**src/design/cmmd_pkg.sv**
```systemverilog
// ----------------------------------------------------------------------------
// cmmd_pkg: shared types and arithmetic for the column min-max decimator
// Holds widths, register indexes, transaction types and the fixed-point
// helpers that turn a Q34.32 product-plus-offset sum into a pixel coordinate.
// ----------------------------------------------------------------------------
`default_nettype none

package cmmd_pkg;

  // Data and pixel widths.
  localparam int DATA_WIDTH  = 32;
  localparam int PIXEL_WIDTH = 16;
  localparam int CFG_WIDTH   = 32;
  localparam int FRAC_BITS   = 16;

  // A product of a sample and a gain is Q32.32; the offset sum needs two guard bits.
  localparam int PROD_WIDTH = DATA_WIDTH + CFG_WIDTH;
  localparam int SUM_WIDTH  = PROD_WIDTH + 2;
  localparam int INT_WIDTH  = SUM_WIDTH - 2 * FRAC_BITS;

  // Configuration register indexes.
  localparam int CFG_INDEX_WIDTH = 3;
  localparam logic [CFG_INDEX_WIDTH-1:0] REG_X_GAIN   = CFG_INDEX_WIDTH'(0);
  localparam logic [CFG_INDEX_WIDTH-1:0] REG_X_OFFSET = CFG_INDEX_WIDTH'(1);
  localparam logic [CFG_INDEX_WIDTH-1:0] REG_Y_GAIN   = CFG_INDEX_WIDTH'(2);
  localparam logic [CFG_INDEX_WIDTH-1:0] REG_Y_OFFSET = CFG_INDEX_WIDTH'(3);
  localparam logic [CFG_INDEX_WIDTH-1:0] REG_DECIMATE = CFG_INDEX_WIDTH'(4);

  // Result kinds.
  localparam logic KIND_SPAN    = 1'b0;
  localparam logic KIND_SEGMENT = 1'b1;

  // Queue sizes between front and back, and in front of the result port.
  localparam int JQ_DEPTH     = 8;
  localparam int JQ_PTR_WIDTH = $clog2(JQ_DEPTH);
  localparam int JQ_CNT_WIDTH = $clog2(JQ_DEPTH + 1);
  localparam int OQ_DEPTH     = 8;
  localparam int OQ_PTR_WIDTH = $clog2(OQ_DEPTH);
  localparam int OQ_CNT_WIDTH = $clog2(OQ_DEPTH + 1);

  // Saturation bounds of a pixel coordinate at integer-part width.
  localparam logic signed [INT_WIDTH-1:0] PIX_HI = INT_WIDTH'((1 << (PIXEL_WIDTH - 1)) - 1);
  localparam logic signed [INT_WIDTH-1:0] PIX_LO = INT_WIDTH'(-(1 << (PIXEL_WIDTH - 1)));

  typedef struct packed {
    logic signed [DATA_WIDTH-1:0] x_value;
    logic signed [DATA_WIDTH-1:0] y_value;
    logic                         first_sample;
    logic                         last_sample;
  } in_item_t;

  typedef struct packed {
    logic                          seg_kind;
    logic signed [PIXEL_WIDTH-1:0] start_col;
    logic signed [PIXEL_WIDTH-1:0] start_row;
    logic signed [PIXEL_WIDTH-1:0] end_col;
    logic signed [PIXEL_WIDTH-1:0] end_row;
    logic                          last_segment;
  } out_item_t;

  typedef struct packed {
    logic signed [CFG_WIDTH-1:0] x_gain;
    logic signed [CFG_WIDTH-1:0] x_offset;
    logic signed [CFG_WIDTH-1:0] y_gain;
    logic signed [CFG_WIDTH-1:0] y_offset;
    logic                        decimate_enable;
  } cfg_t;

  localparam cfg_t CFG_RESET = '{
    x_gain:          CFG_WIDTH'(65536),
    x_offset:        '0,
    y_gain:          CFG_WIDTH'(-65536),
    y_offset:        '0,
    decimate_enable: 1'b1
  };

  // One closed column handed from the front to the back.
  typedef struct packed {
    logic                          span_check;
    logic signed [PIXEL_WIDTH-1:0] cur_col;
    logic signed [DATA_WIDTH-1:0]  col_min;
    logic signed [DATA_WIDTH-1:0]  col_max;
    logic signed [DATA_WIDTH-1:0]  prev_y;
    logic signed [PIXEL_WIDTH-1:0] new_col;
    logic signed [DATA_WIDTH-1:0]  cur_y;
  } job_t;

  // Write side of the result queue: zero, one or two results per cycle.
  typedef struct packed {
    logic [1:0] count;
    out_item_t  item0;
    out_item_t  item1;
  } oq_wr_t;

  // Product plus offset, both brought to Q32.32.
  function automatic logic signed [SUM_WIDTH-1:0] scaled_sum(
    input logic signed [PROD_WIDTH-1:0] prod,
    input logic signed [CFG_WIDTH-1:0]  offset
  );
    logic signed [SUM_WIDTH-1:0] off_ext;
    logic signed [SUM_WIDTH-1:0] prod_ext;
    off_ext  = SUM_WIDTH'(offset) <<< FRAC_BITS;
    prod_ext = SUM_WIDTH'(prod);
    return prod_ext + off_ext;
  endfunction

  // Integer part rounded toward minus infinity.
  function automatic logic signed [INT_WIDTH-1:0] floor_part(
    input logic signed [SUM_WIDTH-1:0] sum
  );
    return sum[SUM_WIDTH-1 -: INT_WIDTH];
  endfunction

  // Integer part truncated toward zero, saturated to the pixel range.
  function automatic logic signed [PIXEL_WIDTH-1:0] pixel_of(
    input logic signed [SUM_WIDTH-1:0] sum
  );
    logic signed [INT_WIDTH-1:0] fl;
    logic signed [INT_WIDTH-1:0] tr;
    logic                        round_up;
    fl       = sum[SUM_WIDTH-1 -: INT_WIDTH];
    round_up = sum[SUM_WIDTH-1] && (sum[2*FRAC_BITS-1:0] != '0);
    tr       = fl + {{(INT_WIDTH-1){1'b0}}, round_up};
    if (tr > PIX_HI) begin
      return PIX_HI[PIXEL_WIDTH-1:0];
    end else if (tr < PIX_LO) begin
      return PIX_LO[PIXEL_WIDTH-1:0];
    end
    return tr[PIXEL_WIDTH-1:0];
  endfunction

endpackage

`default_nettype wire

```
**src/design/cmmd_front.sv**
```systemverilog
// ----------------------------------------------------------------------------
// cmmd_front: sample intake and column classifier
// Registers each sample, maps x to a pixel column over two pipeline stages,
// then folds it into the running column extremes or closes the column and
// hands a job to the back.
// ----------------------------------------------------------------------------
`default_nettype none

module cmmd_front (
  input  logic               clk,
  input  logic               rst_n,
  input  logic               in_push,
  input  cmmd_pkg::in_item_t in_data,
  output logic               in_full,
  input  cmmd_pkg::cfg_t     cfg,
  input  logic               jq_pop,
  output logic               jq_push,
  output cmmd_pkg::job_t     jq_data
);
  import cmmd_pkg::*;

  logic [JQ_CNT_WIDTH-1:0] credit_r, credit_nxt;
  logic                    accept;
  logic                    drop;

  logic     s0_valid_r;
  in_item_t s0_item_r;

  logic                         s1_valid_r;
  logic signed [PROD_WIDTH-1:0] s1_prod_r;
  logic signed [DATA_WIDTH-1:0] s1_y_r;
  logic                         s1_first_r;
  logic                         s1_last_r;

  logic signed [SUM_WIDTH-1:0]   s1_sum;
  logic                          s2_valid_r;
  logic signed [INT_WIDTH-1:0]   s2_floor_r;
  logic signed [PIXEL_WIDTH-1:0] s2_col_r;
  logic signed [DATA_WIDTH-1:0]  s2_y_r;
  logic                          s2_first_r;
  logic                          s2_last_r;

  logic signed [PIXEL_WIDTH-1:0] cur_col_r, cur_col_nxt;
  logic signed [DATA_WIDTH-1:0]  col_min_r, col_min_nxt;
  logic signed [DATA_WIDTH-1:0]  col_max_r, col_max_nxt;
  logic signed [DATA_WIDTH-1:0]  prev_y_r, prev_y_nxt;
  logic                          open_r, open_nxt;
  logic                          new_col;

  // Every accepted sample holds one credit until it is folded away or its
  // job leaves the queue, so the queue can never overflow.
  assign accept     = in_push && !in_full;
  assign in_full    = (credit_r == JQ_CNT_WIDTH'(JQ_DEPTH));
  assign credit_nxt = credit_r + JQ_CNT_WIDTH'(accept) - JQ_CNT_WIDTH'(drop)
                      - JQ_CNT_WIDTH'(jq_pop);

  // Pipeline valid bits and credit counter.
  always_ff @(posedge clk) begin
    if (!rst_n) begin
      credit_r   <= '0;
      s0_valid_r <= 1'b0;
      s1_valid_r <= 1'b0;
      s2_valid_r <= 1'b0;
      open_r     <= 1'b0;
    end else begin
      credit_r   <= credit_nxt;
      s0_valid_r <= accept;
      s1_valid_r <= s0_valid_r;
      s2_valid_r <= s1_valid_r;
      open_r     <= open_nxt;
    end
  end

  // Stage 0 captures the transaction; stage 1 forms x times gain.
  always_ff @(posedge clk) begin
    if (accept) begin
      s0_item_r <= in_data;
    end
    s1_prod_r  <= PROD_WIDTH'(s0_item_r.x_value) * PROD_WIDTH'(cfg.x_gain);
    s1_y_r     <= s0_item_r.y_value;
    s1_first_r <= s0_item_r.first_sample;
    s1_last_r  <= s0_item_r.last_sample;
  end

  // Stage 2 adds the offset and keeps both the floor and the saturated column.
  assign s1_sum = scaled_sum(s1_prod_r, cfg.x_offset);

  always_ff @(posedge clk) begin
    s2_floor_r <= floor_part(s1_sum);
    s2_col_r   <= pixel_of(s1_sum);
    s2_y_r     <= s1_y_r;
    s2_first_r <= s1_first_r;
    s2_last_r  <= s1_last_r;
  end

  // Column classifier: open a trace, fold into the column, or close it.
  assign new_col = s2_floor_r > INT_WIDTH'(cur_col_r);

  always_comb begin
    cur_col_nxt = cur_col_r;
    col_min_nxt = col_min_r;
    col_max_nxt = col_max_r;
    prev_y_nxt  = prev_y_r;
    open_nxt    = open_r;
    jq_push     = 1'b0;
    drop        = 1'b0;

    jq_data.span_check = cfg.decimate_enable;
    jq_data.cur_col    = cur_col_r;
    jq_data.col_min    = col_min_r;
    jq_data.col_max    = col_max_r;
    jq_data.prev_y     = prev_y_r;
    jq_data.new_col    = s2_col_r;
    jq_data.cur_y      = s2_y_r;

    if (s2_valid_r) begin
      priority if (s2_first_r || !open_r) begin
        cur_col_nxt = s2_col_r;
        col_min_nxt = s2_y_r;
        col_max_nxt = s2_y_r;
        prev_y_nxt  = s2_y_r;
        open_nxt    = !s2_last_r;
        drop        = 1'b1;
      end else if (cfg.decimate_enable && !new_col && !s2_last_r) begin
        if (s2_y_r > col_max_r) begin
          col_max_nxt = s2_y_r;
        end
        if (s2_y_r < col_min_r) begin
          col_min_nxt = s2_y_r;
        end
        prev_y_nxt = s2_y_r;
        drop       = 1'b1;
      end else begin
        jq_push     = 1'b1;
        cur_col_nxt = s2_col_r;
        col_min_nxt = s2_y_r;
        col_max_nxt = s2_y_r;
        prev_y_nxt  = s2_y_r;
        if (s2_last_r) begin
          open_nxt = 1'b0;
        end
      end
    end
  end

  // Column state; only read once a trace has been opened and seeded.
  always_ff @(posedge clk) begin
    cur_col_r <= cur_col_nxt;
    col_min_r <= col_min_nxt;
    col_max_r <= col_max_nxt;
    prev_y_r  <= prev_y_nxt;
  end

endmodule

`default_nettype wire

```
**config.mk**
```make
export PLATFORM = sky130hd
export DESIGN_NAME = cmmd_front
export DESIGN_NICKNAME = d
export VERILOG_FILES = /design/src/design/cmmd_pkg.sv /design/src/design/cmmd_front.sv
export SDC_FILE = /design/constraint.sdc
export NUM_CORES = 2
export LEC_CHECK = 0
export BUFFER_PORTS_ARGS = -buffer_cell sky130_fd_sc_hd__buf_2
export CORE_UTILIZATION = 40
export CTS_CLUSTER_DIAMETER = 150
export DETAILED_ROUTE_END_ITERATION = 12
export PLACE_DENSITY = 0.63
export SKIP_CTS_REPAIR_TIMING = 1
export SYNTH_ARGS = -nofsm -noshare
export SYNTH_HDL_FRONTEND = slang
export SYNTH_SLANG_ARGS = --single-unit
```
**constraint.sdc**
```tcl
create_clock -name clk -period 7.9 [get_ports clk]
set_input_delay 0.395 -clock clk [delete_from_list [all_inputs] [get_ports clk]]
set_output_delay 0.395 -clock clk [all_outputs]
set_load 0.02 [all_outputs]
```
# Word-level counts from Yosys, hierarchy flattened
# Cells that the tools add are included.
[totals]
in_bits = 199
regBits = 367
elab_cells = 74
out_inout_bits = 163
[op_classes]
magnitude_cmp = 5
n_reduce_logical = 15
muxes = 22
mul = 1
addsub = 5
eq_ne = 4
[ops]
columns = ["op", "count"]
rows = [
  ["$mux 32", 6],
  ["$mux 16", 5],
  ["$add 64x48->65", 1],
  ["$mul 32x32->64", 1],
  ["$add 33x2->34", 1],
  ["$gt 34x16->1 const B", 1],
  ["$lt 34x16->1 const B", 1],
  ["$gt 33x16->1", 1],
  ["$gt 32x32->1", 1],
  ["$lt 32x32->1", 1],
  ["$reduce_bool 32->1", 1],
  ["$mux 1", 11],
  ["$sub 4x1->4", 2],
  ["$ne 3x2->1 const B", 2],
  ["$reduce_and 2->1", 3],
  ["$add 4x1->4", 1],
  ["$eq 4x4->1 const B", 1],
  ["$logic_and 1x1->1", 4],
  ["$logic_not 1->1", 4],
  ["$reduce_and 3->1", 1],
  ["$ne 2x2->1 const B", 1],
  ["$reduce_bool 2->1", 1],
  ["$logic_or 1x1->1", 1],
]

# Logic depth before layout (Yosys ltp)
[logic_depth]
ltp_word = 9
depth_mapped = 31

# Least setup slack after synthesis
# Ideal clock, no wire load.
[synth_path]
kind = "reg2reg"
startpoint = "register s0_item_r[65] (netlist name)"
endpoint = "register s1_prod_r[60]"
setup_slack_ns = 0.323
arrival_time_ns = 7.505
period_less_slack_ns = 7.577
stages_incl_launch_ff = 27
n_path_buf = 1
setup_time_ns = 0.072
path_cell_list = "edfxtp_1 clkbuf_1 nand2_1 inv_1 fa_1 inv_1 fa_1 inv_1 fa_1 fa_1 inv_1 fa_1 inv_1 fa_1 inv_1 fa_1 inv_1 fa_1 ha_1 a21o_1 and2_1 o31a_1 o21a_1 o21ai_0 nand2b_1 a221oi_1 xnor2_1"
[synth_via]
elab_chain_cells = 1
[synth_rtl]
columns = ["element", "line_no", "text"]
rows = [
  ["from (decl)", "cmmd_front.sv:27", "in_item_t s0_item_r;"],
  ["from (signal assigned)", "cmmd_front.sv:77", "s0_item_r <= in_data;"],
  ["$mul 32x32->64", "cmmd_front.sv:79", "s1_prod_r <= PROD_WIDTH'(s0_item_r.x_value) * PROD_WIDTH'(cfg.x_gain);"],
  ["to (signal assigned)", "cmmd_front.sv:79", ""],
  ["to (decl)", "cmmd_front.sv:30", "logic signed [PROD_WIDTH-1:0] s1_prod_r;"],
]
# No other way between the ends.
# A chain may end at the register's enable or synchronous reset.

# Final worst setup path
[layout_path]
startpoint = "register s0_item_r[46] (netlist name)"
endpoint = "register s1_prod_r[62]"
# The elaborated chain is that of the path after synthesis.

==> results.ini <==
[run_status]
outcome = finished, final reports clean

[clock_tree]
clockBufferDepth = 3
cts_made_buffers = 45
clock_sinks = 367
clk_pin_slew_ns = 0.06
clk_latency_ns = 0.64
cts-htree-levels = 2
cts-root-buf = clkbuf_16
cts_tree = built

[synthesis]
yosysTopAreaCell = fa_1
yosys_warnings = 0
synth_fp_nets = 6811
synth_edf_count = 178
synthArstFlopShare_pct = 0
synthFlopType = dfxtp_1
synth_cells = 5193
yosysTopAreaCellShare_pct = 41.78
synth-seq-area-share_pct = 17.56
netlist_area_um2 = 51990
synth_cell_types = 92
synth_area_leaders = fa_1, edfxtp_1, ha_1
syn_area_per_cell_um2 = 10.01
synth.ff_latch_count = 367

[setup_path]
slowest_delay_ns = 0.56
cpMaxStageDelayCell = fa_1
worstPathRequired_ns = 8.42
cp-start-kind = flip-flop
crit_path_end_kind = flip-flop
crit_top_cell = fa_1
crit_arrival_ns = 8.22
path_max_fanout = 7
crit_type = flip-flop to flip-flop

[placement]
routabilityCongestion = 0.9316
placed_cell_area_um2 = 57350
dp_hpwl_um = 122300
portBuffers = 297

[global_routing]
gr-total-overflow = 0
grt_max_degree = 40
grt_pass1_vias = 39670
grt_use_total_pct = 22.24
antenna_found_initial = 21
grt_pass1_wl_um = 226800

[sta]
rsz0062_at_grt = yes
fin_crit_sh_pct = 97.46
fin_skew_ns = 0.04641
maxSlewHeadroom_pct = 15.53
report.final.slew_viol_count = 0
period_minus_slack_ns = 7.699
hold_violations = 0
worstMarginPinSlew_ns = 1.262
max_freq_mhz = 129.9
setup_viol = 0

[floorplanning]
io_pins = 362
coreArea_um2 = 128200
die_h_um = 362.5
dieArea_um2 = 131400
die_w_um = 362.5
initial_core_util_pct = 40.56
row_count = 131

[routing]
finalWirelength_um = 144400
antenna_left = 0
wl_per_cell_um = 19.28
firstDrtPassIters = 6
met3_length_um = 10580
initialDrtViolationCount = 2610
met2_length_um = 66210
m1WireLength_um = 64080
vias = 37180
remaining_drc_errors = 0
topRoutingLayerUsed = met5
vias_per_cell = 4.965

[worst_hold_path]
worstHoldPathType = input port to flip-flop

[cells_and_area]
drive_above_1_share_pct = 15.02
final_nets = 7335
final_common_cell = inv_1
layout_common_cells = inv_1, fa_1, nand2_1
fillers = 12060
stdcell_area_um2 = 60390
areaGrowthSynthToFinish_pct = 16.17

[job]
cap_violations = 0

==> cell usage after synthesis, drive strengths merged (8+ instances only) <==
| cell | count |
|---|---|
| clkbuf | 211 |
| nor4 | 14 |
| xnor2 | 73 |
| nand2 | 581 |
| nand2b | 37 |
| dfxtp | 189 |
| inv | 1080 |
| and2 | 532 |
| o21a | 31 |
| o211ai | 15 |
| and4 | 12 |
| fa | 1085 |
| nor2b | 35 |
| nand4 | 54 |
| nor3 | 26 |
| xor2 | 43 |
| o21ai | 119 |
| and3 | 13 |
| a21oi | 145 |
| buf | 12 |
| o21bai | 10 |
| edfxtp | 178 |
| a21o | 73 |
| a31oi | 14 |
| o2111ai | 8 |
| or3 | 10 |
| nand3 | 45 |
| nor2 | 107 |
| a31o | 8 |
| a211oi | 14 |
| o31ai | 8 |
| ha | 334 |
==> registers in the layout (all words and copies together) (netlist names) <==
register / cells
s1_prod_r: 64
s2_valid_r: 1
col_max_r: 32
s1_first_r: 1
s1_valid_r: 1
s1_last_r: 1
s2_last_r: 1
col_min_r: 32
open_r: 1
credit_r: 4
s2_first_r: 1
s2_y_r: 32
s1_y_r: 32
s2_col_r: 16
s0_item_r: 66
prev_y_r: 32
s2_floor_r: 33
cur_col_r: 16
s0_valid_r: 1
==> per-layer routing <==
layer	GRT usage [%]	up-vias
met4	5.204	16
met5	0	-
met2	36.05	1239
li1	-	16920
met3	4.134	187
met1	30.78	18820
==> cells by family (layout without fill, tap and decap cells) <==
kind of cell | count (synthesis) | after routing | share of synthesized area, %
XOR/XNOR | 116 | 116 | 2.034
buffers and inverters | 1304 | 1864 | 9.509
other | 0 | 7 | 0
multiplexers | 6 | 6 | 0.1203
flip-flops | 367 | 367 | 17.56
AO/OA/AOI/OAI | 495 | 495 | 6.284
adder cells (fa/ha/maj) | 1419 | 1419 | 49.82
AND/OR/NAND/NOR | 1486 | 1486 | 14.67
==> critical path: cells and delay by family, from the launching register on <==
family	cells	cell delay [ns]
fa+ha+maj	9	4.05
compound gates	9	1.65
buf+inv	7	0.84
flops	1	0.50
simple gates	5	0.42
xor+xnor	1	0.13
==> through the flow <==
step | util, % | setup WS, ns | hold WS, ns | instances | TNS [ns]
2_1_floorplan | - | 0.3229 | 0.3096 | 5193 | 0
3_3_place_gp | 44.74 | -0.5097 | 0.3097 | 7304 | -4.071
6_report | 47.12 | 0.2010 | 0.05077 | 7489 | 0
4_1_cts | 45.92 | -0.4129 | -0.1322 | 7387 | -2.906
5_1_grt | 47.11 | -0.1033 | 0.03278 | 7484 | -0.2689
3_5_place_dp | 44.74 | -0.6070 | 0.3121 | 7304 | -4.967
==> layout make-up <==
cell class	count	area [um^2]	area share, %
Antenna cell	7	17.52	0.02900
Clock buffer	59	1272	2.107
Clock inverter	24	234.0	0.3874
Inverter	1081	4061	6.725
Multi-Input combinational cell	3522	38350	63.50
Sequential cell	367	9130	15.12
Tap cell	1729	2163	3.582
Timing Repair Buffer	700	5162	8.548
==> worst paths after layout <==
| path | start | to | slack [ns] | cells after the start |
|---|---|---|---|---|
| worst max-delay path | s0_item_r[46] | s1_prod_r[62] | 0.20 | 31 |
| worst min-delay path | in_data[46] | s0_item_r[46] | 0.05 | 1 |
| worst max register to register | s0_item_r[46] | s1_prod_r[62] | 0.20 | 31 |
| worst min register to register | s1_y_r[20] | s2_y_r[20] | 0.32 | 0 |
Power is not shown: default switching activity piles up to over one toggle a cycle in this logic, so the estimate is an artifact.
