### src/design/cmmd_pkg.sv
// ----------------------------------------------------------------------------
// cmmd_pkg: shared types and arithmetic for the column min-max decimator
// Holds widths, register indexes, transaction types and the fixed-point
// helpers that turn a Q34.32 product-plus-offset sum into a pixel coordinate.
// ----------------------------------------------------------------------------
`default_nettype none

package cmmd_pkg;

  // Data and pixel widths.
  localparam int DATA_WIDTH  = 32;
  localparam int PIXEL_WIDTH = 16;
  localparam int CFG_WIDTH   = 32;
  localparam int FRAC_BITS   = 16;

  // A product of a sample and a gain is Q32.32; the offset sum needs two guard bits.
  localparam int PROD_WIDTH = DATA_WIDTH + CFG_WIDTH;
  localparam int SUM_WIDTH  = PROD_WIDTH + 2;
  localparam int INT_WIDTH  = SUM_WIDTH - 2 * FRAC_BITS;

  // Configuration register indexes.
  localparam int CFG_INDEX_WIDTH = 3;
  localparam logic [CFG_INDEX_WIDTH-1:0] REG_X_GAIN   = CFG_INDEX_WIDTH'(0);
  localparam logic [CFG_INDEX_WIDTH-1:0] REG_X_OFFSET = CFG_INDEX_WIDTH'(1);
  localparam logic [CFG_INDEX_WIDTH-1:0] REG_Y_GAIN   = CFG_INDEX_WIDTH'(2);
  localparam logic [CFG_INDEX_WIDTH-1:0] REG_Y_OFFSET = CFG_INDEX_WIDTH'(3);
  localparam logic [CFG_INDEX_WIDTH-1:0] REG_DECIMATE = CFG_INDEX_WIDTH'(4);

  // Result kinds.
  localparam logic KIND_SPAN    = 1'b0;
  localparam logic KIND_SEGMENT = 1'b1;

  // Queue sizes between front and back, and in front of the result port.
  localparam int JQ_DEPTH     = 8;
  localparam int JQ_PTR_WIDTH = $clog2(JQ_DEPTH);
  localparam int JQ_CNT_WIDTH = $clog2(JQ_DEPTH + 1);
  localparam int OQ_DEPTH     = 8;
  localparam int OQ_PTR_WIDTH = $clog2(OQ_DEPTH);
  localparam int OQ_CNT_WIDTH = $clog2(OQ_DEPTH + 1);

  // Saturation bounds of a pixel coordinate at integer-part width.
  localparam logic signed [INT_WIDTH-1:0] PIX_HI = INT_WIDTH'((1 << (PIXEL_WIDTH - 1)) - 1);
  localparam logic signed [INT_WIDTH-1:0] PIX_LO = INT_WIDTH'(-(1 << (PIXEL_WIDTH - 1)));

  typedef struct packed {
    logic signed [DATA_WIDTH-1:0] x_value;
    logic signed [DATA_WIDTH-1:0] y_value;
    logic                         first_sample;
    logic                         last_sample;
  } in_item_t;

  typedef struct packed {
    logic                          seg_kind;
    logic signed [PIXEL_WIDTH-1:0] start_col;
    logic signed [PIXEL_WIDTH-1:0] start_row;
    logic signed [PIXEL_WIDTH-1:0] end_col;
    logic signed [PIXEL_WIDTH-1:0] end_row;
    logic                          last_segment;
  } out_item_t;

  typedef struct packed {
    logic signed [CFG_WIDTH-1:0] x_gain;
    logic signed [CFG_WIDTH-1:0] x_offset;
    logic signed [CFG_WIDTH-1:0] y_gain;
    logic signed [CFG_WIDTH-1:0] y_offset;
    logic                        decimate_enable;
  } cfg_t;

  localparam cfg_t CFG_RESET = '{
    x_gain:          CFG_WIDTH'(65536),
    x_offset:        '0,
    y_gain:          CFG_WIDTH'(-65536),
    y_offset:        '0,
    decimate_enable: 1'b1
  };

  // One closed column handed from the front to the back.
  typedef struct packed {
    logic                          span_check;
    logic signed [PIXEL_WIDTH-1:0] cur_col;
    logic signed [DATA_WIDTH-1:0]  col_min;
    logic signed [DATA_WIDTH-1:0]  col_max;
    logic signed [DATA_WIDTH-1:0]  prev_y;
    logic signed [PIXEL_WIDTH-1:0] new_col;
    logic signed [DATA_WIDTH-1:0]  cur_y;
  } job_t;

  // Write side of the result queue: zero, one or two results per cycle.
  typedef struct packed {
    logic [1:0] count;
    out_item_t  item0;
    out_item_t  item1;
  } oq_wr_t;

  // Product plus offset, both brought to Q32.32.
  function automatic logic signed [SUM_WIDTH-1:0] scaled_sum(
    input logic signed [PROD_WIDTH-1:0] prod,
    input logic signed [CFG_WIDTH-1:0]  offset
  );
    logic signed [SUM_WIDTH-1:0] off_ext;
    logic signed [SUM_WIDTH-1:0] prod_ext;
    off_ext  = SUM_WIDTH'(offset) <<< FRAC_BITS;
    prod_ext = SUM_WIDTH'(prod);
    return prod_ext + off_ext;
  endfunction

  // Integer part rounded toward minus infinity.
  function automatic logic signed [INT_WIDTH-1:0] floor_part(
    input logic signed [SUM_WIDTH-1:0] sum
  );
    return sum[SUM_WIDTH-1 -: INT_WIDTH];
  endfunction

  // Integer part truncated toward zero, saturated to the pixel range.
  function automatic logic signed [PIXEL_WIDTH-1:0] pixel_of(
    input logic signed [SUM_WIDTH-1:0] sum
  );
    logic signed [INT_WIDTH-1:0] fl;
    logic signed [INT_WIDTH-1:0] tr;
    logic                        round_up;
    fl       = sum[SUM_WIDTH-1 -: INT_WIDTH];
    round_up = sum[SUM_WIDTH-1] && (sum[2*FRAC_BITS-1:0] != '0);
    tr       = fl + {{(INT_WIDTH-1){1'b0}}, round_up};
    if (tr > PIX_HI) begin
      return PIX_HI[PIXEL_WIDTH-1:0];
    end else if (tr < PIX_LO) begin
      return PIX_LO[PIXEL_WIDTH-1:0];
    end
    return tr[PIXEL_WIDTH-1:0];
  endfunction

endpackage

`default_nettype wire

### src/design/cmmd_job_queue.sv
// ----------------------------------------------------------------------------
// cmmd_job_queue: queue of closed columns between front and back
// A small register queue that lets the classifier and the span/segment
// builder stall independently of each other.
// ----------------------------------------------------------------------------
`default_nettype none

module cmmd_job_queue (
  input  logic           clk,
  input  logic           rst_n,
  input  logic           push,
  input  cmmd_pkg::job_t push_data,
  input  logic           pop,
  output logic           empty,
  output cmmd_pkg::job_t head
);
  import cmmd_pkg::*;

  job_t                    mem_r [JQ_DEPTH];
  logic [JQ_PTR_WIDTH-1:0] wr_ptr_r, wr_ptr_nxt;
  logic [JQ_PTR_WIDTH-1:0] rd_ptr_r, rd_ptr_nxt;
  logic [JQ_CNT_WIDTH-1:0] count_r, count_nxt;

  // Pointer and occupancy bookkeeping.
  always_comb begin
    wr_ptr_nxt = push ? wr_ptr_r + JQ_PTR_WIDTH'(1) : wr_ptr_r;
    rd_ptr_nxt = pop ? rd_ptr_r + JQ_PTR_WIDTH'(1) : rd_ptr_r;
    count_nxt  = count_r + JQ_CNT_WIDTH'(push) - JQ_CNT_WIDTH'(pop);
  end

  always_ff @(posedge clk) begin
    if (!rst_n) begin
      wr_ptr_r <= '0;
      rd_ptr_r <= '0;
      count_r  <= '0;
    end else begin
      wr_ptr_r <= wr_ptr_nxt;
      rd_ptr_r <= rd_ptr_nxt;
      count_r  <= count_nxt;
    end
  end

  // Storage.
  always_ff @(posedge clk) begin
    if (push) begin
      mem_r[wr_ptr_r] <= push_data;
    end
  end

  assign empty = (count_r == '0);
  assign head  = mem_r[rd_ptr_r];

endmodule

`default_nettype wire

### config.mk
export PLATFORM = sky130hd
export DESIGN_NAME = cmmd_job_queue
export DESIGN_NICKNAME = d
export VERILOG_FILES = /design/src/design/cmmd_pkg.sv /design/src/design/cmmd_job_queue.sv
export SDC_FILE = /design/constraint.sdc
export NUM_CORES = 1
export LEC_CHECK = 0
export ABC_AREA = 1
export BUFFER_PORTS_ARGS = -buffer_cell sky130_fd_sc_hd__buf_4
export CAP_MARGIN = 10
export CELL_PAD_IN_SITES_DETAIL_PLACEMENT = 0
export CELL_PAD_IN_SITES_GLOBAL_PLACEMENT = 1
export CORE_ASPECT_RATIO = 1.2
export CORE_MARGIN = 3
export CORE_UTILIZATION = 48
export DETAILED_ROUTE_END_ITERATION = 7
export GPL_ROUTABILITY_DRIVEN = 0
export GPL_TIMING_DRIVEN = 0
export MAX_ROUTING_LAYER = met4
export PLACE_DENSITY_LB_ADDON = 0.1
export SYNTH_ARGS = -nofsm -noshare
export SYNTH_HDL_FRONTEND = slang
export SYNTH_SLANG_ARGS = --single-unit
### constraint.sdc
create_clock -name clk -period 13.8 [get_ports clk]
set_input_delay 2.76 -clock clk [delete_from_list [all_inputs] [get_ports clk]]
set_output_delay 2.76 -clock clk [all_outputs]
set_load 0.05 [all_outputs]
**Yosys cells after proc, flatten, opt, wreduce, memory -nomap -nowiden**

Memory sizes are Yosys's and may differ from the RTL's. A register that Yosys moved wholly into a read port is not among the register bits.
Index checks and enable logic that the tools add are counted.

- $add $sub $neg: 4
- Mux-type cells: 4
- Reduce and logical (&&, ||, !) cells: 1

Operators by type and width:

| cell | count |
|---|---|
| adder 3 x 1 -> 3 bit, second input constant | 2 |
| two-way mux 3 bit | 2 |
| adder 4 x 1 -> 4 bit | 1 |
| zero test 4 bit | 1 |
| subtractor 4 x 1 -> 4 bit | 1 |
| two-way mux 1 bit | 2 |

- Register bits: 10
- RAM bits: 1288
- Input bits: 165
- Output and inout bits: 162
- Word-level logic and storage cells: 13
- Memories kept: 1

Memories:

| memory | depth | width | read ports | clocked after Yosys merged registers in | write ports | line | RTL |
|---|---|---|---|---|---|---|---|
| mem_r | 8 | 161 | 1 | 1 | 1 | cmmd_job_queue.sv:19 | `job_t mem_r [JQ_DEPTH];` |

**Longest topological paths before layout**

Gate-level depths: netlist of the first run.

- Depth after elaboration: 3
- Depth in mapped cells: 10
- Gate-level depth less buffers: 9

**Worst setup path before layout of the first run**

Ideal clock, no wire load.

- Path kind: input-to-reg
- Start point: input port push
- End point: memory mem_r[0][0] (netlist name) (enable)
- Setup time: 0.684 ns
- Data arrival time: 9.810 ns
- Required time: 13.116 ns
- Path slack: 3.306 ns
- Stages: 3
- Path buffers: 0
- Path through: inv_1 -> or2_2 -> nor2_1

- Cells in the longest elaborated chain, start to end: 2

RTL lines:

| element | line | RTL |
|---|---|---|
| start, declared | cmmd_job_queue.sv:11 | `input logic push,` |
| two-way mux 1 bit | cmmd_job_queue.sv:45 | `if (push) begin` |
| two-way mux 1 bit (not written as such) | cmmd_job_queue.sv:46 | `mem_r[wr_ptr_r] <= push_data;` |
| end, declared | cmmd_job_queue.sv:19 |  |

No other way between the ends.

==> impl_metrics.csv, run 1 <==
group,metric,value,unit
run_status,status,"completed",
placed_design,portBuffers,326,
yosys,synth_most_common_cell,"nand2_1",
clock_network,clk_root_buffer_cell,"clkbuf_16",
critical_path,crit_path_top_delay_cell,"buf_2",
power,p_leak,30.61,nW
floorplan,fp.dieW,319.1,um
floorplan,coreArea,116600,sq um
yosys,yosys-top-cells-count,"nand2_1, inv_1, edfxtp_1",
clock_network,cts_hold_buf,0,
critical_path,r2r_cells,6,
critical_path,cp-endpoint,"head[112]",
critical_path,path_cells,"buf_2 > inv_2 > buf_2 > buf_1 > nand2_1 > nand2_1 > buf_4",
route,drt_iter0_markers,2651,
global_routing,track_usage,25.84,%
timing,hold_ws,0.4994,ns
route,drtPass1Iterations,6,
yosys,yosysWarnings,0,
worst_hold_path,holdCritPathClass,"reg -> reg",
yosys,synth_area,56450,sq um
global_routing,grt_pass1_wl,225.9,mm
global_routing,grt_overflow_total,0,
floorplan,io_pins,327,
clock_network,postCtsResizedCells,0,
critical_path,critPathRequiredTime,11.04,ns
yosys,synth_compound_area_share,0.09752,%
floorplan,die_h,381.7,um
timing,drv_slew,0,
placed_design,place_ws,8.382,ns
floorplan,start_util,48.43,%
global_routing,grt_pass1_vias,36470,
critical_path,r2r-start,"wr_ptr_r[0]",
power,ir_worst_vdd,115.6,uV
yosys,syn_inst,5645,
timing,maxSlewHeadroom,37.07,%
route,dr_wl_met2,75.26,mm
placed_design,dp.cells,7556,
clock_network,clock_sinks,1301,
critical_path,rrSetupSlack,11.13,ns
yosys,ys_top_cells_by_area,"edfxtp_1, nand2_1, inv_1, nand3_1, buf_2",
yosys,synth_top_family_by_area,"simple AND/OR/NAND/NOR gates",
yosys,synthXorXnorAreaFrac,0.01551,%
yosys,synth.avg_cell_area,10.00,sq um
timing,fin_crit_sh,44.31,%
critical_path,cp.arrival,3.35,ns
yosys,synth_fa_ha_area_share,0.1906,%
route,avgViaCountPerCell,4.843,
yosys,synth_mux_area_share,0,%
floorplan,rows,137,
yosys,yosysSeqAreaShare,68.97,%
critical_path,worstPathMaxFanout,10,
yosys,synth-edff-count,1288,
route,vias,37899,
floorplan,die-area,121800,sq um
timing,rsz0062_at_grt,"false",
power,p_per_area,142.6,nW/um^2
critical_path,cp-end-kind,"output port",
timing,worst_slew_pin_slew,0.9417,ns
clock_network,cts_buffers,139,
yosys,synth_flop_cell,"edfxtp_1",
critical_path,critPathLaunchType,"flop",
yosys,syn_nets,5818,
route,wirelength,152.8,mm
critical_path,path_class,"reg -> out",
power,p_total,9.476,mW
yosys,synth-simple-area-share,19.85,%
yosys,synth_top_area_share,68.51,%
layout,fin_cells,7826,
route,postRouteAntennaNets,0,
critical_path,cpPeakStageDelay,0.61,ns
timing,worst_slack,7.686,ns
yosys,ys_types,18,
yosys,ys_seq_elements,1301,
placed_design,hpwl,99.45,mm
clock_network,cts_max_path_buffers,3,
critical_path,reg2reg_to,"mem_r[6][108]",
global_routing,antenna_found_initial,20,
route,wl_per_cell,19.52,um
timing,max_freq,163.5,MHz
timing,finalClockSkew,0.02012,ns
route,route.detailed.drc,0,
yosys,synth_top_cell_by_area,"edfxtp_1",
layout,layout.nets,6341,
timing,setup_tns,0,ns
timing,finalHoldViolCount,0,
global_routing,grt_max_degree,28,
clock_network,cts_tree,"built",
timing,fin_crit,6.114,ns
run,drv_cap,0,
clock_network,htreeDepth,4,
yosys,ys_async_sr_fraction,0,%
clock_network,clkTransAtPathRegs,0.06,ns
clock_network,clk_latency,0.77,ns
route,met1_length,63.37,mm
route,top_layer,"met4",
layout,syn_to_final_growth,17.75,%
route,wl_met3,9.950,mm
timing,setup-violations-final,0,
clock_network,post_cts_buffers,0,
layout,drive_above_1_share,12.01,%
## layout by cell type (no fill, tap or decap), drive strengths merged
cell type	instances
fa	1
diode	19
xnor2	1
o21ai	4
nand3	646
dfxtp	13
edfxtp	1288
nor2	15
clkinv	54
clkbuf	237
or2	2
inv	1313
a21oi	7
nand2	2106
bufinv	9
buf	575
ha	7
## cell families after synthesis
| kind of cell | count (synthesis) |
|---|---|
| compound gates | 11 |
| xor+xnor | 1 |
| simple gates | 2769 |
| buf+inv | 1555 |
| fa+ha+maj | 8 |
| flops | 1301 |
## sequential cells by signal (all words and copies together) (netlist names), named ones only
name	count
rd_ptr_r	3
count_r	4
wr_ptr_r	3
mem_r	1288
## power by group
| group | internal (mW) | leakage, nW | total [mW] | switching (mW) |
|---|---|---|---|---|
| clock network | 2.12 | 2.16 | 3.63 | 1.51 |
| registers | 4.44 | 11.8 | 4.46 | 0.0185 |
| logic | 0.374 | 16.7 | 1.39 | 1.01 |
## per-stage QoR
stage                     util [%]  cell area [sq um]
after floorplan                  -              56450
after global placement       52.17              60810
after detailed placement     53.22              62030
after CTS                    56.99              66430
after global routing         57.02              66470
final                        57.03              66470
## final cells by class
| cell class | instances | area [sq um] |
|---|---|---|
| clock inverters | 70 | 556.8 |
| multi-input cells | 2789 | 11440 |
| plain buffers | 249 | 1236 |
| diodes | 19 | 47.55 |
| fillers | 9908 | 50090 |
| clock buffers | 181 | 3836 |
| flip-flops and latches | 1301 | 38940 |
| inverters | 1306 | 4902 |
| well taps | 1529 | 1913 |
| repair buffers | 382 | 3606 |
## worst max-delay path: cells and delay by family, from the launching register on
kind	cells	cell delay (ns)
buffers and inverters	5	1.93
flip-flops	1	0.30
AND/OR/NAND/NOR	2	0.35
## worst min path at each step
stage,start,cells past startpoint,endpoint,slack [ns]
final,wr_ptr_r[0],2,wr_ptr_r[0],0.50
after global placement,wr_ptr_r[0],2,wr_ptr_r[0],0.49
after detailed placement,wr_ptr_r[0],2,wr_ptr_r[0],0.49
after global routing,wr_ptr_r[0],2,wr_ptr_r[0],0.54
after CTS,wr_ptr_r[0],2,wr_ptr_r[0],0.50
after floorplan,wr_ptr_r[0],2,wr_ptr_r[0],0.47
## metal layers
metal / vias to the layer above / GRT usage [%]
met5: - / -
met4: 0 / 8.543
met3: 255 / 4.749
met2: 1068 / 42.73
met1: 17952 / 32.33
li1: 18624 / -
Note: power is estimated with default switching activity, not from simulation.
==> run 2, diff against run 1 <==
Settings changed: ABC_AREA 1 to 0, CORE_UTILIZATION 48 to 49.
Clock period 13.8 ns to 5.1 ns, I/O delays scaled along.
==> impl_metrics.csv, run 2 <==
group,metric,value,unit
layout,regMostFlops,"mem_r",
timing,drv_slew,0,
timing,rsz0062_at_grt,"false",
yosys,synth-edff-count,1288,
yosys,ys_async_sr_fraction,0,%
layout,largest_register_ffs,1288,
placed_design,place_ws,1.302,ns
layout,reg.largest.list,"mem_r x1288, count_r x4",
global_routing,grt_max_degree,24,
timing,worst_slack,0.5936,ns
yosys,synth_area,49420,sq um
global_routing,grt_overflow_total,0,
timing,fin_crit,4.506,ns
clock_network,clk_root_buffer_cell,"clkbuf_16",
worst_hold_path,whs_path_depth,1,
power,p_per_area,407.8,nW/um^2
power,p_leak,19.17,nW
global_routing,grt_pass1_vias,23590,
route,drt_iter0_markers,1649,
yosys,synth_top_cell_by_area,"edfxtp_1",
layout,fillers,7102,
route,vias,21842,
clock_network,post_cts_buffers,0,
global_routing,antenna_found_initial,15,
clock_network,cts_hold_buf,0,
floorplan,die_h,353.9,um
clock_network,clk_latency,0.71,ns
floorplan,fp.dieW,295.9,um
yosys,ys_top_cells_by_area,"edfxtp_1, mux4_2, mux2_2, mux2_4, buf_12",
critical_path,cp-end-kind,"output port",
layout,layout_common_cells,"edfxtp_1, buf_4, mux4_2",
floorplan,io_pins,327,
power,ir_worst_vdd,315.8,uV
critical_path,critPathLaunchType,"flop",
layout,layout.nets,2640,
clock_network,postCtsResizedCells,0,
placed_design,hpwl,69.18,mm
route,drtPass1Iterations,5,
yosys,syn_nets,2101,
route,postRouteAntennaNets,0,
floorplan,start_util,49.44,%
route,wirelength,108.3,mm
clock_network,cts_tree,"built",
critical_path,path_class,"reg -> out",
clock_network,cts_max_path_buffers,3,
yosys,syn_inst,1928,
layout,drive_above_1_share,44.44,%
critical_path,r2r-start,"wr_ptr_r[0]",
yosys,synth.avg_cell_area,25.63,sq um
yosys,ys_types,25,
yosys,ys_seq_elements,1301,
timing,finalHoldViolCount,0,
clock_network,cts_buffers,133,
critical_path,cp.arrival,3.49,ns
layout,final_common_cell,"edfxtp_1",
yosys,synth_top_area_share,78.26,%
clock_network,clock_sinks,1301,
route,wl_per_cell,27.96,um
floorplan,coreArea,99950,sq um
clock_network,clkTransAtPathRegs,0.06,ns
timing,finalClockSkew,0.02188,ns
yosys,yosysSeqAreaShare,78.79,%
worst_hold_path,holdCritPathClass,"in -> reg",
floorplan,die-area,104700,sq um
critical_path,r2r_cells,8,
layout,syn_to_final_growth,20.12,%
timing,setup-violations-final,0,
worst_hold_path,hold_start,"push_data[29]",
clock_network,htreeDepth,4,
placed_design,portBuffers,326,
global_routing,track_usage,21.87,%
timing,max_freq,221.9,MHz
timing,hold_ws,0.5301,ns
yosys,yosysWarnings,0,
yosys,yosys-top-cells-count,"edfxtp_1, mux4_2, mux2_2",
route,avgViaCountPerCell,5.638,
floorplan,rows,127,
timing,worst_slew_pin_slew,1.033,ns
route,route.detailed.drc,0,
timing,fin_crit_sh,88.36,%
yosys,synth_flop_cell,"edfxtp_1",
run_status,status,"completed",
timing,maxSlewHeadroom,31.16,%
global_routing,grt_pass1_wl,160.1,mm
critical_path,worstPathMaxFanout,10,
critical_path,critPathRequiredTime,4.08,ns
run,drv_cap,0,
yosys,synth_most_common_cell,"edfxtp_1",
==> run 2: cell types whose count changed after synthesis, sizes merged, moves of 4 or more <==
cell / delta
nand2: -2101
inv: -1299
nand3: -646
mux4: +322
mux2: +161
buf: -124
clkbuf: -34
nor2: -9
and2: +7
a21oi: -6
nand2b: +4
o21ai: -4
==> run 2: where the power goes <==
group,total [mW],internal (mW),switching (mW),leakage [nW]
clock,9.15,5.26,3.89,2.02
combinational,2.96,1.21,1.75,5.34
sequential,12.1,12.0,0.0581,11.8
==> run 2: final cells by class <==
type | count | area (sq um) | share of cell area, %
repair buffers | 404 | 4099 | 6.905
well taps | 1290 | 1614 | 2.719
clock inverters | 63 | 494.2 | 0.8326
plain buffers | 91 | 894.6 | 1.507
multi-input cells | 529 | 9648 | 16.25
inverters | 7 | 26.28 | 0.04426
clock buffers | 175 | 3613 | 6.087
flip-flops and latches | 1301 | 38940 | 65.59
diodes | 14 | 35.03 | 0.05902
==> run 2: critical path, stage by stage (launching register included) <==
cell      delay [ns]
dfxtp_1         0.30
buf_2           0.25
clkbuf_1        0.80
buf_2           0.50
mux4_2          0.36
mux2_2          0.34
buf_4           0.21
==> run 2: cell families (layout without fill, tap and decap cells) <==
family | after synthesis | count (layout) | synth area share, %
multiplexers | 486 | 486 | 18.72
AO/OA/AOI/OAI | 2 | 2 | 0.02531
buffers and inverters | 98 | 740 | 1.863
adder cells (fa/ha/maj) | 8 | 8 | 0.2177
XOR/XNOR | 5 | 5 | 0.08863
flip-flops | 1301 | 1301 | 78.79
AND/OR/NAND/NOR | 28 | 28 | 0.2937
other | 0 | 14 | 0
==> run 2: final timing paths <==
kind | endpoint | slack, ns
setup / recovery | head[113] | 0.59
hold / removal | mem_r[4][29] | 0.53
setup reg to reg | mem_r[1][84] | 2.03
hold reg to reg | rd_ptr_r[1] | 0.55
==> run 2: layer usage <==
metal	global-route usage, %	routed length [um]	vias up
li1	-	-	9417
met1	28.29	44350	11790
met2	35.27	55410	496
met3	5.364	6631	139
met4	5.355	1910	0
met5	-	0	-
==> run 2: per-stage QoR <==
step	cell area, sq um	util [%]	TNS, ns	cells	power, mW
after detailed placement	55220	55.25	0	3622	15.35
after global routing	59360	59.39	0	3874	25.07
after global placement	53560	53.58	-4625.11	3544	15.26
after floorplan	49500	-	-326.57	1928	14.28
after CTS	59330	59.36	0	3860	24.51
final	59360	59.39	0	3874	24.21
==> run 3, diff against run 2 <==
Settings changed: GPL_TIMING_DRIVEN 0 to unset, MAX_ROUTING_LAYER met4 to unset.
==> impl_metrics.csv, run 3 (synthesized netlist as in run 2, its figures left out) <==
group,metric,value,unit
clock_network,cts_tree,"built",
critical_path,critPathRequiredTime,4.08,ns
critical_path,worstPathMaxFanout,49,
global_routing,antenna_found_initial,14,
route,drt_iter0_markers,1432,
floorplan,io_pins,327,
global_routing,track_usage,19.78,%
floorplan,die_h,353.9,um
layout,layout.nets,2514,
route,wl_per_cell,27.03,um
power,p_leak,18.49,nW
clock_network,clock_sinks,1301,
route,wirelength,101.1,mm
critical_path,critPathLaunchType,"flop",
global_routing,grt_pass1_vias,23240,
floorplan,coreArea,99950,sq um
placed_design,dp.cells,3497,
timing,rsz0062_at_grt,"false",
timing,fin_crit_sh,80.18,%
route,vias,21231,
global_routing,grt_overflow_total,0,
layout,multiInputGateArea,9648,sq um
critical_path,path_class,"reg -> out",
layout,final_area,57940,sq um
clock_network,cts_max_path_buffers,3,
layout,fillers,7117,
timing,finalHoldViolCount,0,
layout,regArea,38950,sq um
layout,fin_cells,3739,
clock_network,postCtsResizedCells,0,
power,p_per_area,426.5,nW/um^2
placed_design,hpwl,54.80,mm
clock_network,cts_hold_buf,0,
route,postRouteAntennaNets,0,
layout,layout_common_cells,"edfxtp_1, buf_4, mux4_2",
floorplan,die-area,104700,sq um
power,ir_worst_vdd,331.0,uV
global_routing,grt_pass1_wl,151.5,mm
timing,drv_slew,0,
clock_network,post_cts_buffers,0,
critical_path,cp-end-kind,"output port",
clock_network,clkTransAtPathRegs,0.06,ns
timing,worst_slew_pin_slew,0.8991,ns
critical_path,cp.arrival,3.07,ns
timing,setup-violations-final,0,
worst_hold_path,holdCritPathClass,"in -> reg",
timing,fin_crit,4.089,ns
placed_design,dpl_cell_area,53440,sq um
timing,max_freq,244.6,MHz
layout,drive_above_1_share,43.28,%
layout,final_common_cell,"edfxtp_1",
timing,finalClockSkew,0.01766,ns
clock_network,clk_latency,0.72,ns
layout,regMostFlops,"mem_r",
timing,maxSlewHeadroom,39.92,%
route,drtPass1Iterations,5,
route,avgViaCountPerCell,5.678,
placed_design,portBuffers,326,
floorplan,fp.dieW,295.9,um
floorplan,start_util,49.44,%
global_routing,grt_max_degree,92,
layout,largest_register_ffs,1288,
run_status,status,"completed",
clock_network,clk_root_buffer_cell,"clkbuf_16",
run,drv_cap,0,
layout,syn_to_final_growth,17.24,%
power,p_total,24.71,mW
layout,reg.largest.list,"mem_r x1288, count_r x4",
clock_network,htreeDepth,4,
route,route.detailed.drc,0,
clock_network,cts_buffers,132,
floorplan,rows,127,
## run 3: cell count changes in the layout (fill, tap and decap cells not counted), moves of 7 or more
cell | before | now
buf_16 | 22 | 0
buf_8 | 15 | 0
clkinv_2 | 27 | 18
bufinv_16 | 5 | 19
buf_12 | 72 | 34
buf_2 | 33 | 0
diode_2 | 14 | 7
buf_4 | 326 | 336
clkbuf_1 | 58 | 21
## run 3: path summary, 6_finish.rpt
| path | startpoint | end | slack (ns) | depth (start not counted) |
|---|---|---|---|---|
| hold reg to reg | rd_ptr_r[1] | flop | 0.57 | 2 |
| setup reg to reg | wr_ptr_r[1] | mem_r[6][126] | 2.77 | 3 |
| hold / removal | push_data[54] | mem_r[2][54] | 0.54 | 1 |
| setup / recovery | flop | head[158] | 1.01 | 4 |
## run 3: worst max-delay path, cell delays in order (launching register included)
cell and delay [ns]:
dfxtp_4 0.78, buf_12 0.42, mux4_2 0.57, mux2_2 0.30, buf_4 0.19
## run 3: per-layer routing
layer	wire [um]	share of wire, %	GRT usage [%]	vias to the layer above
met1	40530	40	25.45	11491
met3	6610	6.5	5.671	136
li1	-	-	-	9138
met4	1614	1.6	4.967	12
met5	73	0.072	0	-
met2	52250	52	33.35	454
## run 3: power breakdown
| group | switching (mW) | total [mW] | internal (mW) |
|---|---|---|---|
| registers | 0.0889 | 12.1 | 12.0 |
| clock network | 3.88 | 9.85 | 5.97 |
| logic | 1.66 | 2.73 | 1.07 |
| total | 5.63 | 24.7 | 19.1 |
## run 3: stage by stage
stage	hold slack [ns]	setup WS [ns]	utilization (%)	setup TNS, ns
3_5_place_dp	0.5640	1.678	53.47	0
2_1_floorplan	0.5125	-0.6942	-	-326.57
6_report	0.5353	1.011	57.97	0
4_1_cts	0.4726	0.8777	57.95	0
5_1_grt	0.4846	0.7934	57.96	0
3_3_place_gp	0.5447	1.702	53.47	0
## run 3: layout make-up
cell class              count  share of cell area (%)
diodes                      7                 0.03023
clock buffers             162                   6.187
clock inverters            73                   1.548
inverters                   7                 0.04535
multi-input cells         529                   16.65
flip-flops and latches   1301                   67.22
well taps                1290                   2.786
repair buffers            370                   5.528
